===== config.mk =====
export PLATFORM = sky130hd
export DESIGN_NAME = nptg_ctrl
export DESIGN_NICKNAME = d
export VERILOG_FILES = /design/src/sv/nptg_pkg.sv /design/src/sv/nptg_ctrl.sv
export SDC_FILE = /design/constraint.sdc
export NUM_CORES = 1
export LEC_CHECK = 0
export ABC_AREA = 1
export BUFFER_PORTS_ARGS = -buffer_cell sky130_fd_sc_hd__buf_2
export CORE_AREA = 2 2 39 41
export CTS_CLUSTER_SIZE = 14
export DETAILED_ROUTE_END_ITERATION = 8
export DIE_AREA = 0 0 41 43
export MAX_ROUTING_LAYER = met4
export PLACE_DENSITY = 0.62
export SYNTH_ARGS = -nofsm -noshare
export SYNTH_HDL_FRONTEND = slang
export SYNTH_SLANG_ARGS = --single-unit

===== constraint.sdc =====
create_clock -name aclk -period 1.3 [get_ports aclk]
set_input_delay 0 -clock aclk [delete_from_list [all_inputs] [get_ports aclk]]
set_output_delay 0 -clock aclk [all_outputs]
set_load 0.01 [all_outputs]

===== src/sv/nptg_pkg.sv =====
// ----------------------------------------------------------------------------
// nptg_pkg: shared definitions for the nth prime table generator
// Defaults, field widths, seed primes, controller states and the command and
// status groups that pass between the controller and the datapath.
// ----------------------------------------------------------------------------
package nptg_pkg;

    localparam int TABLE_DEPTH_DEF = 4096;
    localparam int PRIME_WIDTH_DEF = 16;
    localparam int INDEX_W         = 13;
    localparam int PRIME_OUT_W     = 16;
    localparam int FIRST_PRIME     = 2;
    localparam int SECOND_PRIME    = 3;
    localparam int SEED_COUNT      = 2;

    typedef enum logic [3:0] {
        ST_IDLE,
        ST_CHECK,
        ST_READ,
        ST_NEXT,
        ST_TRIAL,
        ST_LOAD,
        ST_SQUARE,
        ST_CMP,
        ST_DIV,
        ST_APPEND,
        ST_DONE
    } state_t;

    typedef struct packed {
        logic load_n;
        logic rd_hit;
        logic next_cand;
        logic rd_trial;
        logic load_p;
        logic square;
        logic div_start;
        logic j_inc;
        logic append;
        logic mark_composite;
        logic res_invalid;
        logic res_hit;
        logic out_load;
    } cmd_t;

    typedef struct packed {
        logic n_invalid;
        logic hit;
        logic cand_ovf;
        logic j_end;
        logic sq_gt;
        logic div_done;
        logic rem_zero;
    } stat_t;

endpackage


===== src/sv/nptg_ctrl.sv =====
// ----------------------------------------------------------------------------
// nptg_ctrl: sequencing controller
// Walks a request through validity check, table lookup, candidate stepping
// and trial division, and owns the handshake and the output valid register.
// ----------------------------------------------------------------------------
module nptg_ctrl (
    input  logic            aclk,
    input  logic            aresetn,
    input  logic            s_valid,
    output logic            s_ready,
    output logic            m_valid,
    input  logic            m_ready,
    input  nptg_pkg::stat_t stat,
    output nptg_pkg::cmd_t  cmd
);

    nptg_pkg::state_t state_reg, state_next;
    logic             m_valid_reg, m_valid_next;
    logic             out_free;

    assign out_free = !m_valid_reg || m_ready;

    always_comb begin
        state_next = state_reg;
        cmd        = '0;
        s_ready    = 1'b0;
        unique case (state_reg)
            nptg_pkg::ST_IDLE: begin
                s_ready    = 1'b1;
                cmd.load_n = s_valid;
                if (s_valid) begin
                    state_next = nptg_pkg::ST_CHECK;
                end
            end
            nptg_pkg::ST_CHECK: begin
                priority if (stat.n_invalid) begin
                    cmd.res_invalid = 1'b1;
                    state_next      = nptg_pkg::ST_DONE;
                end else if (stat.hit) begin
                    cmd.rd_hit = 1'b1;
                    state_next = nptg_pkg::ST_READ;
                end else begin
                    state_next = nptg_pkg::ST_NEXT;
                end
            end
            nptg_pkg::ST_READ: begin
                cmd.res_hit = 1'b1;
                state_next  = nptg_pkg::ST_DONE;
            end
            nptg_pkg::ST_NEXT: begin
                if (stat.cand_ovf) begin
                    cmd.res_invalid = 1'b1;
                    state_next      = nptg_pkg::ST_DONE;
                end else begin
                    cmd.next_cand = 1'b1;
                    state_next    = nptg_pkg::ST_TRIAL;
                end
            end
            nptg_pkg::ST_TRIAL: begin
                if (stat.j_end) begin
                    state_next = nptg_pkg::ST_APPEND;
                end else begin
                    cmd.rd_trial = 1'b1;
                    state_next   = nptg_pkg::ST_LOAD;
                end
            end
            nptg_pkg::ST_LOAD: begin
                cmd.load_p = 1'b1;
                state_next = nptg_pkg::ST_SQUARE;
            end
            nptg_pkg::ST_SQUARE: begin
                cmd.square = 1'b1;
                state_next = nptg_pkg::ST_CMP;
            end
            nptg_pkg::ST_CMP: begin
                if (stat.sq_gt) begin
                    state_next = nptg_pkg::ST_APPEND;
                end else begin
                    cmd.div_start = 1'b1;
                    state_next    = nptg_pkg::ST_DIV;
                end
            end
            nptg_pkg::ST_DIV: begin
                if (stat.div_done) begin
                    if (stat.rem_zero) begin
                        cmd.mark_composite = 1'b1;
                        state_next         = nptg_pkg::ST_CHECK;
                    end else begin
                        cmd.j_inc  = 1'b1;
                        state_next = nptg_pkg::ST_TRIAL;
                    end
                end
            end
            nptg_pkg::ST_APPEND: begin
                cmd.append = 1'b1;
                state_next = nptg_pkg::ST_CHECK;
            end
            nptg_pkg::ST_DONE: begin
                if (out_free) begin
                    cmd.out_load = 1'b1;
                    state_next   = nptg_pkg::ST_IDLE;
                end
            end
            default: begin
                state_next = nptg_pkg::ST_IDLE;
            end
        endcase
    end

    always_comb begin
        priority if (cmd.out_load) begin
            m_valid_next = 1'b1;
        end else if (m_ready) begin
            m_valid_next = 1'b0;
        end else begin
            m_valid_next = m_valid_reg;
        end
    end

    always_ff @(posedge aclk) begin
        if (!aresetn) begin
            state_reg   <= nptg_pkg::ST_IDLE;
            m_valid_reg <= 1'b0;
        end else begin
            state_reg   <= state_next;
            m_valid_reg <= m_valid_next;
        end
    end

    assign m_valid = m_valid_reg;

endmodule


# After elaboration in Yosys (flattened, before gate mapping)
# Index checks and enable logic that the tools add are counted.
dict set report totals {
  register_bits 5
  wordCells 58
  output_inout_bits 15
}
dict set report classes {
  n_mux 38
  n_reduce_logical 5
  eq_ne 13
}
# op n
set ops {}
lappend ops {{$pmux W4 S11} 1}
lappend ops {{$mux W1} 29}
lappend ops {{$mux W4} 6}
lappend ops {{$eq A4 B3 Y1 const B} 4}
lappend ops {{$eq A4 B4 Y1 const B} 3}
lappend ops {{$eq A4 B2 Y1 const B} 2}
lappend ops {{$ne A2 B2 Y1 const B} 3}
lappend ops {{$eq A4 B1 Y1 const B} 1}
lappend ops {{$logic_not A4 Y1} 1}
lappend ops {{$mux W3} 1}
lappend ops {{$reduce_and A3 Y1} 1}
lappend ops {{$pmux W1 S2} 1}
lappend ops {{$reduce_bool A2 Y1} 1}
lappend ops {{$logic_not A1 Y1} 1}
lappend ops {{$logic_or A1 B1 Y1} 1}

# Depth between registers and ports, before layout
# Gate-level depths: netlist of the first run.
dict set report logic_depth {
  depth_word 5
  mapped_depth 9
  ltp_nobuf 9
}

# Worst setup path before layout of the first run
# Ideal clock, no wire load.
dict set report synth_timing {
  kind {reg-to-reg}
  startpoint {reg state_reg[3]}
  endpoint {reg state_reg[0]}
  period_less_slack_ns 1.013
  t_arrival_ns 0.897
  stages_incl_launch_ff 8
  path_buffers 0
  setup_ns 0.116
  path_slack_ns 0.287
  required_time_ns 1.184
  cell_sequence {dfxtp_1 inv_2 nor2_4 nand3_1 nand2_1 nor2_1 o21ai_1 nor2_1}
}
dict set report synth_via {
  elab_chain_len 3
}
# item line_no
set synth_rtl {}
lappend synth_rtl {{start: declaration} nptg_ctrl.sv:17} ;# nptg_pkg::state_t state_reg, state_next;
lappend synth_rtl {{start signal: assignment} nptg_ctrl.sv:122} ;# state_reg <= nptg_pkg::ST_IDLE;
lappend synth_rtl {{start signal: assignment} nptg_ctrl.sv:125} ;# state_reg <= state_next;
lappend synth_rtl {{$eq A4 B4 Y1 or $logic_not A4 Y1 (tied branches)} nptg_ctrl.sv:27} ;# unique case (state_reg)
lappend synth_rtl {{$ne A2 B2 Y1 (no line)} --}
lappend synth_rtl {{$reduce_and A3 Y1 (no line)} --}
# Parallel ways exist; a longest one is shown, timed or not.
# A chain may end at the register's enable or synchronous reset.

==> impl_metrics.yaml, run 1 <==
synthesis:
  syn_area_um2: 467
  synthTopCellsByArea: "nand2_1, dfxtp_1, nor2_1, inv_1, nand3_1"
  synth-edff-count: 0
  ys_types: 14
  yosysTopAreaCell: "nand2_1"
  yosysMostFrequentCell: "nand2_1"
  ys_seq_elements: 5
  synth_commonest_cells: "nand2_1, nor2_1, inv_1"
  async_reset_ff_share_pct: 0
  synth_top_area_share_pct: 21.7
  ys_seq_area_share_pct: 21.4
  syn_nets: 102
  syn_inst: 91
  yosysWarningCount: 0
  syn_area_per_cell_um2: 5.13
  synthFlopType: "dfxtp_1"
die:
  dieArea_mm2: 0.00176
  die_h_um: 43
  rows: 14
  start_util_pct: 33.7
  ioPinCount: 26
  core_mm2: 0.00138
  dieWidth_um: 41
critical_path:
  cpPeakStageDelay_ps: 350
  crit_path_end_kind: "primary output"
  setup.worst_path.end: "cmd[2]"
  path_cells: "inv_2 > nand2_1 > nor2_2 > nand2_1 > nand2_1 > buf_2"
  r2r_setup_slack_ps: 170
  cp-start-kind: "flip-flop"
  cpMostUsedCell: "nand2_1"
  required_ps: 1300
  crit_type: "flip-flop to primary output"
  cp-startpoint: "state_reg[1]"
  worst-path-max-fanout: 5
  crit_arrival_ps: 1190
  r2r-end: "state_reg[2]"
  worst_path_max_delay_cell: "dfxtp_2"
  ff2ff_path_depth: 8
  r2r_start: "state_reg[1]"
global_route:
  grt_pass1_vias: 468
  grt_max_degree: 7
  grt_pass1_wl_um: 1830
  grtUsageTotal_pct: 15.7
  overflow: 0
  antenna_found_initial: 0
cells_and_area:
  num-fill-cells: 146
  antenna_cells: 0
  final_nets: 131
  fin_area_um2: 641
  final-seq-area_um2: 105
  largest_reg_flops: 4
  multiInputGateArea_um2: 293
  drive_gt1_share_pct: 35.3
  final_util_pct: 46.3
  area_growth_pct: 37.3
place:
  port_buffers: 25
  place_area_um2: 604
  dp_slack_ps: 149
  place.gp.congestion: 0.839
  dp.final_hpwl_um: 983
hold_path:
  hold_path_class: "primary input to flip-flop"
power_and_ir_drop:
  p_leak_nw: 0.426
  p_total_w: 0.00106
  vdd_ir_drop_max_v: 0.000915
  powerDensity_mw_per_mm2: 1660
sta:
  setup_viol: 0
  finalHoldViolCount: 0
  timing.setup.tns_ps: 0
  maxSlewHeadroom_pct: 84.8
  fin_crit_ps: 1190
  tightest_slew_ps: 227
  finalMaxSlewViolations: 0
  clock.fmax_mhz: 840
  finalWorstSetupSlack_ps: 109
  fin_skew_ps: 1.37
  finalCritPeriodShare_pct: 91.6
routing:
  via_per_inst: 4.66
  first_pass_iters: 4
  wl_per_cell_um: 9.09
  drt_wl_total_um: 1230
  drtIter0Drc: 24
  detail-route-antenna-nets: 0
  drt_drc_violations_left: 0
  vias: 629
job:
  cap_viol_max_count: 0
cts:
  htreeDepth: 1
  clk_latency_ps: 240
  cts_buffers: 3
  tritoncts: "built"
  clock-sinks: 5
  clk_pin_slew_ps: 40
  cts_root_buf: "clkbuf_4"
  cts_setup_buffers: 0
  clock_path_buffers: 2
run_status:
  outcome: "finished clean"
## metrics by stage
stage                     hold slack (ps)  std cells
after floorplan                      47.5         91
final                                56.4        135
after global placement                244        131
after detailed placement              251        131
after CTS                            47.1        135
after global routing                 65.1        135
## cells in the final DEF (no fill, tap or decap), drive strengths merged
| cell type | n |
|---|---|
| nand3 | 7 |
| nor2 | 26 |
| dfxtp | 5 |
| inv | 19 |
| buf | 25 |
| a31oi | 1 |
| o211ai | 1 |
| nor3 | 2 |
| a21oi | 1 |
| nand2 | 27 |
| o21ai | 1 |
| clkbuf | 4 |
## worst min-delay path by stage
stage,depth (start not counted),slack [ps],startpoint,endpoint
after global routing,3,70,aresetn,state_reg[3]
after floorplan,1,50,stat[6],cmd[11]
final,3,60,aresetn,m_valid
after global placement,3,240,stat[2],cmd[6]
after detailed placement,3,250,stat[2],cmd[6]
after CTS,3,50,aresetn,m_valid
## layout make-up
class                   count  area share, %
flip-flops and latches      5           16.4
well taps                  16           3.13
multi-input cells          66           45.7
inverters                  19           11.1
repair buffers             25           19.5
clock buffers               4           4.10
## report_power, final
part           internal, W  leakage (nW)  total, W  switching [W]
clock             0.000116        0.0150  0.000179      0.0000634
sequential        0.000206        0.0425  0.000280      0.0000741
combinational     0.000222         0.369  0.000603       0.000382
total             0.000544         0.426   0.00106       0.000519
## cell families after synthesis
group / Yosys count / synth area share, %
buffers and inverters: 20 / 16.9
DFF: 5 / 21.4
and+or+nand+nor: 62 / 56.6
AOI/OAI and AO/OA: 4 / 5.09
## routing by layer
layer / vias to the layer above / global-route usage [%] / part of all wire (%)
met2: 25 / 20.9 / 50
met1: 271 / 21.6 / 42
met5: - / - / 0
met3: 2 / 4.71 / 6.7
li1: 331 / - / -
met4: 0 / 6.00 / 0.98
## what timing repair did
action / 4_1_cts / 5_1_grt
hold buffers: 0 / 0
gates resized for setup: 0 / 6
endpoints found under the setup margin: 0 / 7
## worst max-delay path: cells and delay by family, from the launching register on
family | cells | cell delay (ps)
DFF | 1 | 350
and+or+nand+nor | 4 | 380
buffers and inverters | 2 | 220
Note: power is estimated with default switching activity, not from simulation.
==> run 2: changes to the inputs <==
--- a/config.mk
+++ b/config.mk
@@ -7,10 +7,10 @@
 export LEC_CHECK = 0
 export ABC_AREA = 1
 export BUFFER_PORTS_ARGS = -buffer_cell sky130_fd_sc_hd__buf_2
-export CORE_AREA = 2 2 39 41
+export CORE_AREA = 5 5 42 44
 export CTS_CLUSTER_SIZE = 14
 export DETAILED_ROUTE_END_ITERATION = 8
-export DIE_AREA = 0 0 41 43
+export DIE_AREA = 0 0 47 49
 export MAX_ROUTING_LAYER = met4
 export PLACE_DENSITY = 0.62
 export SYNTH_ARGS = -nofsm -noshare
==> run 2 against run 1 <==
Design area up 0.20%. Fmax down 1.8%. Sequential share of layout area down 0.23 points. Hold slack worse by 15 ps. Clock power down 3%. Via count down 0.32%. Wire length up 11%. Sequential power about the same. Critical path depth unchanged. Global-route usage down 3.2 points. Sequential cell count unchanged. Largest cell class unchanged.
==> impl_metrics.yaml, run 2 (same netlist as run 1, synthesis figures left out) <==
routing:
  vias: 627
  wl_met3_um: 51
  drt_drc_violations_left: 0
  dr_wl_met2_um: 769
  wl_met1_um: 528
  routed.top_layer: "met4"
  drt_wl_total_um: 1360
  detail-route-antenna-nets: 0
  wl_per_cell_um: 10.1
  via_per_inst: 4.64
  first_pass_iters: 4
  drtIter0Drc: 19
critical_path:
  r2r-end: "state_reg[2]"
  ff2ff_path_depth: 9
  crit_arrival_ps: 1210
  r2r_start: "state_reg[2]"
  worst-path-max-fanout: 4
  r2r_setup_slack_ps: 140
  cp-start-kind: "flip-flop"
  crit_path_end_kind: "primary output"
  required_ps: 1300
  crit_type: "flip-flop to primary output"
global_route:
  antenna_found_initial: 0
  grt_pass1_vias: 576
  grt_pass1_wl_um: 2170
  grtUsageTotal_pct: 12.4
  grt_max_degree: 7
  overflow: 0
sta:
  whs_ps: 41.3
  clock.fmax_mhz: 824
  setup_viol: 0
  maxSlewHeadroom_pct: 85.1
  finalMaxSlewViolations: 0
  fin_crit_ps: 1210
  tightest_slew_ps: 222
  rsz0062_at_grt: "yes"
  finalWorstSetupSlack_ps: 86.6
  finalHoldViolCount: 0
  fin_skew_ps: 0.789
  finalCritPeriodShare_pct: 93.3
power_and_ir_drop:
  vdd_ir_drop_max_v: 0.000803
  p_switching_w: 0.000526
  powerDensity_mw_per_mm2: 1670
  internal-power_w: 0.000545
  p_leak_nw: 0.427
  swShare_pct: 49.1
  p_seq_share_pct: 26.2
  power_frac_comb_pct: 57.6
  p_clk_share_pct: 16.2
hold_path:
  worstHoldEndpoint: "state_reg[2]"
  hold_start: "aresetn"
  hold_depth: 3
  hold_path_class: "primary input to flip-flop"
place:
  place_area_um2: 604
  place.gp.congestion: 0.812
  port_buffers: 25
  dp.final_hpwl_um: 1120
  dp_slack_ps: 127
die:
  ioPinCount: 26
  die_h_um: 49
  dieWidth_um: 47
  core_mm2: 0.00140
  dieArea_mm2: 0.00230
  start_util_pct: 33.3
  rows: 14
cells_and_area:
  final_common_cell: "nand2_1"
  area_growth_pct: 37.5
  multiInputGateArea_um2: 295
  fin_area_um2: 642
  most-common-layout-cells: "nand2_1, buf_2, nor2_1, inv_1, nand3_1"
  final_nets: 131
  final-seq-area_um2: 104
  num-fill-cells: 163
  drive_gt1_share_pct: 35.3
  largest_reg_flops: 4
  antenna_cells: 0
cts:
  clock_path_buffers: 2
  htreeDepth: 1
  clock-sinks: 5
  cts_buffers: 3
  clk_latency_ps: 230
  cts_root_buf: "clkbuf_4"
  clk_pin_slew_ps: 40
  cts_setup_buffers: 0
  tritoncts: "built"
job:
  cap_viol_max_count: 0
run_status:
  outcome: "finished clean"
-- run 2: cell count changes in the layout (fill, tap and decap cells not counted) --
cell / change
nor2_1: -1
dfxtp_1: +1
nor2_2: +1
dfxtp_2: -1
-- run 2: repair_timing --
action | in CTS | in global routing
hold buffers | 0 | 0
gates resized for setup | 0 | 6
setup endpoints to repair | 0 | 10
-- run 2: layout make-up --
| type | count | share of cell area, % |
|---|---|---|
| clock buffers | 4 | 4.09 |
| repair buffers | 25 | 19.5 |
| inverters | 19 | 11.1 |
| multi-input cells | 66 | 46.0 |
| well taps | 16 | 3.12 |
| flip-flops and latches | 5 | 16.2 |
-- run 2: per-stage QoR --
stage | TNS (ps) | instances | total power, W | utilization [%]
floorplan | 0 | 91 | 0.000681 | -
global placement | 0 | 131 | 0.000868 | 43.1
detailed placement | 0 | 131 | 0.000863 | 43.1
CTS | 0 | 135 | 0.00104 | 45.0
global route | -17.0 | 135 | 0.00117 | 45.8
finish | 0 | 135 | 0.00107 | 45.8
-- run 2: how the worst max path moves through the flow --
stage / startpoint / to / slack, ps / cells past startpoint
after floorplan: state_reg[3] / state_reg[0] / 290 / 7
after CTS: state_reg[1] / cmd[0] / 50 / 5
after global placement: state_reg[1] / state_reg[2] / 100 / 8
after detailed placement: state_reg[1] / state_reg[0] / 130 / 7
final: state_reg[2] / cmd[2] / 90 / 6
after global routing: state_reg[2] / cmd[10] / -8 / 6
-- run 2: worst max-delay path, stage by stage (launching register included) --
cell     delay [ps]
dfxtp_1         360
inv_2           100
nand2_1         100
nor2_2          140
nand2_1          90
nand2_1          70
buf_2           120
-- run 2: power groups by stage --
| stage | Sequential, W | Clock [W] | Combinational (W) |
|---|---|---|---|
| final | 0.000281 | 0.000173 | 0.000617 |
| after global routing | 0.000287 | 0.000185 | 0.000700 |
| after CTS | 0.000262 | 0.000177 | 0.000602 |
| after detailed placement | 0.000265 | 0 | 0.000598 |
| after global placement | 0.000266 | 0 | 0.000602 |
| after floorplan | 0.000253 | 0 | 0.000429 |
-- run 2: per-layer routing --
layer / global-route usage [%] / vias up
li1: - / 328
met1: 14.7 / 277
met2: 20.4 / 20
met3: 0 / 2
met4: 6.91 / 0
met5: - / -
